==> src/design/trbo_pkg.sv <==
// ----------------------------------------------------------------------------
// trbo_pkg
// Shared types and constants for the trace ring buffer with overwrite.
// ----------------------------------------------------------------------------
package trbo_pkg;

  localparam int PID_W    = 22;
  localparam int MAJOR_W  = 12;
  localparam int MINOR_W  = 20;
  localparam int INODE_W  = 64;
  localparam int OFFSET_W = 63;
  localparam int PROBE_W  = 2;
  localparam int COUNT_W  = 6;
  localparam int OVR_W    = 32;

  localparam logic KIND_EVENT = 1'b0;
  localparam logic KIND_READ  = 1'b1;

  localparam logic [PROBE_W-1:0] PROBE_NONE   = 2'd0;
  localparam logic [PROBE_W-1:0] PROBE_MULTI  = 2'd1;
  localparam logic [PROBE_W-1:0] PROBE_SINGLE = 2'd2;

  typedef struct packed {
    logic [PID_W-1:0]    pid;
    logic [MAJOR_W-1:0]  major;
    logic [MINOR_W-1:0]  minor;
    logic [INODE_W-1:0]  inode;
    logic [OFFSET_W-1:0] offset;
    logic                single;
  } entry_t;

  typedef struct packed {
    logic write_event;
    logic start_read;
    logic emit_entry;
    logic emit_empty;
  } ctrl_cmd_t;

  typedef struct packed {
    logic out_free;
    logic remaining_zero;
    logic remaining_one;
  } dp_status_t;

  typedef enum logic [1:0] {
    ST_IDLE = 2'b01,
    ST_READ = 2'b10
  } state_t;

endpackage

==> src/design/trbo_ctrl.sv <==
// ----------------------------------------------------------------------------
// trbo_ctrl
// Controller: takes input transactions and sequences the entries of a read.
// ----------------------------------------------------------------------------
module trbo_ctrl (
  input  logic                  clk,
  input  logic                  rst,
  input  logic                  in_valid,
  output logic                  in_ready,
  input  logic                  kind,
  input  trbo_pkg::dp_status_t  status,
  output trbo_pkg::ctrl_cmd_t   cmd
);
  import trbo_pkg::*;

  state_t state;
  state_t state_next;

  always_ff @(posedge clk) begin
    if (rst) begin
      state <= ST_IDLE;
    end else begin
      state <= state_next;
    end
  end

  always_comb begin
    state_next = state;
    cmd        = '0;
    in_ready   = 1'b0;
    unique case (state)
      ST_IDLE: begin
        in_ready = 1'b1;
        if (in_valid) begin
          if (kind == KIND_READ) begin
            cmd.start_read = 1'b1;
            state_next     = ST_READ;
          end else begin
            cmd.write_event = 1'b1;
          end
        end
      end
      ST_READ: begin
        if (status.out_free) begin
          if (status.remaining_zero) begin
            cmd.emit_empty = 1'b1;
            state_next     = ST_IDLE;
          end else begin
            cmd.emit_entry = 1'b1;
            if (status.remaining_one) begin
              state_next = ST_IDLE;
            end
          end
        end
      end
      default: begin
        state_next = ST_IDLE;
      end
    endcase
  end

endmodule

==> config.mk <==
export PLATFORM = sky130hd
export DESIGN_NAME = trbo_ctrl
export DESIGN_NICKNAME = d
export VERILOG_FILES = /design/src/design/trbo_pkg.sv /design/src/design/trbo_ctrl.sv
export SDC_FILE = /design/constraint.sdc
export NUM_CORES = 1
export LEC_CHECK = 0
export ABC_AREA = 1
export BUFFER_PORTS_ARGS = -buffer_cell sky130_fd_sc_hd__clkbuf_2
export CAP_MARGIN = 20
export CORE_AREA = 8 8 45 47
export CTS_BUF_LIST = sky130_fd_sc_hd__clkbuf_4
export DETAILED_ROUTE_END_ITERATION = 6
export DIE_AREA = 0 0 53 55
export PLACE_DENSITY = 0.3
export SYNTH_ARGS = -nofsm -noshare
export SYNTH_HDL_FRONTEND = slang
export SYNTH_SLANG_ARGS = --single-unit
==> constraint.sdc <==
create_clock -name clk -period 2.2 [get_ports clk]
set_clock_uncertainty 0.2 [all_clocks]
set_input_delay 0.44 -clock clk [delete_from_list [all_inputs] [get_ports clk]]
set_output_delay 0.44 -clock clk [all_outputs]
set_load 0.03 [all_outputs]
### After elaboration in Yosys (flattened, before gate mapping)

Index checks and enable logic that the tools add are counted.

| word-level totals | value |
|---|---|
| bits in registers | 2 |
| input port bits | 7 |
| output and inout port bits | 5 |
| logic and storage cells | 23 |

| cells by class | value |
|---|---|
| equality and inequality tests | 6 |
| mux-type cells | 15 |
| reductions and logical operators | 1 |

Operators by type and width:

| kind | number |
|---|---|
| $mux W2 | 9 |
| $ne A2 B2 Y1 const B | 3 |
| $mux W1 | 5 |
| $pmux W2 S2 | 1 |
| $reduce_and A4 Y1 | 1 |
| $ne A3 B3 Y1 const B | 1 |
| $eq A2 B1 Y1 const B | 1 |
| $eq A2 B2 Y1 const B | 1 |

### Depth between registers and ports, before layout

| depth | value |
|---|---|
| word-level depth | 4 |
| gate-level depth with buffers | 5 |
| depth with buffers taken out | 5 |

### Worst setup path after synthesis

OpenSTA, ideal clock, no wires.

| timing | value |
|---|---|
| kind | register to output |
| start point | register state[1] |
| end point | output cmd[3] (netlist bit) |
| arrival | 1129 ps |
| required time | 1560 ps |
| setup slack | 431 ps |
| cell stages (with the launch flop) | 6 |
| path buffers | 0 |
| cell sequence | dfxtp_1 > inv_1 > nand2_1 > inv_1 > nand2_1 > nor2_1 |

RTL lines:

| element | line | RTL |
|---|---|---|
| start: declaration | trbo_ctrl.sv:16 | `state_t state;` |
| start signal: assignment | trbo_ctrl.sv:23 | `state <= state_next;` |
| end: declaration | trbo_ctrl.sv:12 | `output trbo_pkg::ctrl_cmd_t cmd` |

==> impl_metrics.tcl <==
set metrics [dict create \
    critPathCapture "cmd[3]" \
    path_delay_family "buffers and inverters" \
    slew-limit-headroom_pct 88.25 \
    synth.distinct_cells 8 \
    netlist_area_um2 125.1 \
    rsz0062_at_grt "no" \
    ir_drop_v 0.0001491 \
    regMostFlops "state" \
    yosysTopAreaCellShare_pct 32.00 \
    dpl.cell_count 47 \
    synth_area_per_cell_um2 6.256 \
    reg.largest.list "state (2)" \
    syn_nets 27 \
    yosysWarnings 0 \
    seqPwrFrac_pct 26.9 \
    cts_tree "done" \
    switching_share_pct 25.99 \
    critPathSlowestCell "dfxtp_1" \
    routed_wl_um 407 \
    drive_gt1_share_pct 50.00 \
    intPower_mw 0.1081 \
    vias_per_cell 3.220 \
    grt_max_degree 4 \
    path_class "flip-flop to output pin" \
    numPortBuffers 11 \
    ios 12 \
    ys_ff_latch 2 \
    gp_congestion 0.6547 \
    power.leakage_nw 0.1355 \
    worstHoldStart "rst" \
    pwr-share-clk_pct 54.3 \
    worstMarginPinSlew_ns 0.1770 \
    rrSetupSlack_ns 1.22 \
    max_clock_freq_mhz 582.4 \
    reg2reg_depth 5 \
    hold_viol 0 \
    regToRegStartpoint "state[1]" \
    r2r-end "state[0]" \
    grt_use_total_pct 3.326 \
    dr_total_vias 161 \
    finalMaxSlewViolations 0 \
    crit_cells 6 \
    path_buf_inv 3 \
    path_cells "inv_1, nand2_1, inv_1, nand2_1, nor2_1, clkbuf_2" \
    cts_resized 0 \
    h-tree-depth 1 \
    min_period_ns 1.717 \
    crit_arrival_ns 1.08 \
    path_max_fanout 3 \
    wl_per_cell_um 8.140 \
    core-area_um2 1384 \
    dieArea_um2 2915 \
    finalPower_mw 0.1461 \
    ys_seq_area_share_pct 32.00 \
    outcome "completed" \
    die_h_um 55 \
    combPwrFrac_pct 18.8 \
    synthCells 20 \
    yosysTopAreaCell "dfxtp_1" \
    switchingPower_mw 0.03797 \
    hp-class "primary input to flip-flop" \
    numCtsBuffers 3 \
    cts_hold_buf 0 \
    clockBufferDepth 2 \
    instances_no_fill 50 \
    postCtsSetupBuffers 0 \
    ant_nets 0 \
    setup-tns-final_ns 0 \
    finalSetupViolations 0 \
    dr.pass1.iters 1 \
    clkTransAtPathRegs_ns 0.03 \
    antenna_cells 0 \
    critPathLaunchType "flip-flop" \
    slowest_delay_ns 0.28 \
    cap_violations 0 \
    grt.overflow.total 0 \
    largest_register_ffs 2 \
    power.density_nw_per_um2 656.0 \
    row_count 14 \
    cp-startpoint "state[1]" \
    min_period_over_period_pct 78.04 \
    area_growth_pct 78.00 \
    grt_pass1_vias 151 \
    ctsRootBufferMaster "clkbuf_4" \
    grt_first_pass_wirelength_um 614 \
    route.detailed.drc 0 \
    die_width_um 53 \
    insertion_delay_ns 0.22 \
    cp.required_ns 1.56 \
    synth_area_leaders "dfxtp_1, nand2_1, inv_1, nand4_2, nor2_1" \
    start_util_pct 9.042 \
    worstSetupEndpointType "output pin" \
    clock-sinks 2 \
    antenna_found_initial 0 \
    drt_iter0_drc 0 \
    nets 43 \
]
[synth_stat cells (all sizes together)]
master	instances
nand2	6
inv	5
nor2	4
dfxtp	2
a21oi	1
nand4	1
o21ai	1
[through the flow]
step / hold WS, ns / instance area [um2] / setup WS, ns / utilization [%]
6_report: 0.1972 / 222.7 / 0.4831 / 16.09
3_5_place_dp: 0.3516 / 200.2 / 0.6044 / 14.47
2_1_floorplan: 0.3024 / 125.1 / 0.4308 / -
3_3_place_gp: 0.3631 / 200.2 / 0.5920 / 14.47
4_1_cts: 0.1829 / 222.7 / 0.4547 / 16.09
5_1_grt: 0.1916 / 222.7 / 0.3845 / 16.09
[worst register-to-register path, delay by kind of cell (launching register included)]
kind / cells / cell delay (ns)
and+or+nand+nor: 4 / 0.31
DFF: 1 / 0.29
buffers and inverters: 1 / 0.07
[power by group through the flow]
| stage | registers (mW) | logic [mW] | clock network [mW] |
|---|---|---|---|
| after floorplan | 0.0395 | 0.0161 | 0 |
| after global placement | 0.0397 | 0.0281 | 0 |
| after detailed placement | 0.0397 | 0.0279 | 0 |
| after CTS | 0.0393 | 0.0281 | 0.0860 |
| after global routing | 0.0394 | 0.0299 | 0.0916 |
| final | 0.0393 | 0.0275 | 0.0793 |
[worst min path at each step]
stage                to  slack [ns]  cells after the start
2_1_floorplan  state[1]        0.30                      1
3_3_place_gp   state[1]        0.36                      2
3_5_place_dp   state[1]        0.35                      2
4_1_cts        state[1]        0.18                      2
5_1_grt        state[1]        0.19                      2
6_report       state[1]        0.20                      2
[cell type report]
class                   instances  area, um2
inverters                       5      18.77
repair buffers                 11      55.05
fillers                       165       1161
clock buffers                   3      22.52
multi-input cells              13      66.31
well taps                      16      20.02
flip-flops and latches          2      40.04
[cells by family after synthesis]
family	Yosys count	share of synthesized area [%]
AOI/OAI and AO/OA	2	11.00
buffers and inverters	5	15.00
DFF	2	32.00
and+or+nand+nor	11	42.00
[metal layers]
metal	up-vias	global-route usage, %	share of wire, %
met5	-	0	0
met2	9	3.320	41
met4	0	5.172	0
met1	65	3.021	40
li1	87	-	-
met3	0	3.209	18
[layout by cell type (no fill, tap or decap)]
master / count
a21oi_2: 1
nor2_1: 3
nand2_1: 6
clkbuf_2: 11
o21ai_1: 1
nand4_2: 1
dfxtp_1: 2
nor2_2: 1
clkbuf_4: 3
inv_1: 5
No activity file was read; power rests on OpenSTA's default activity.
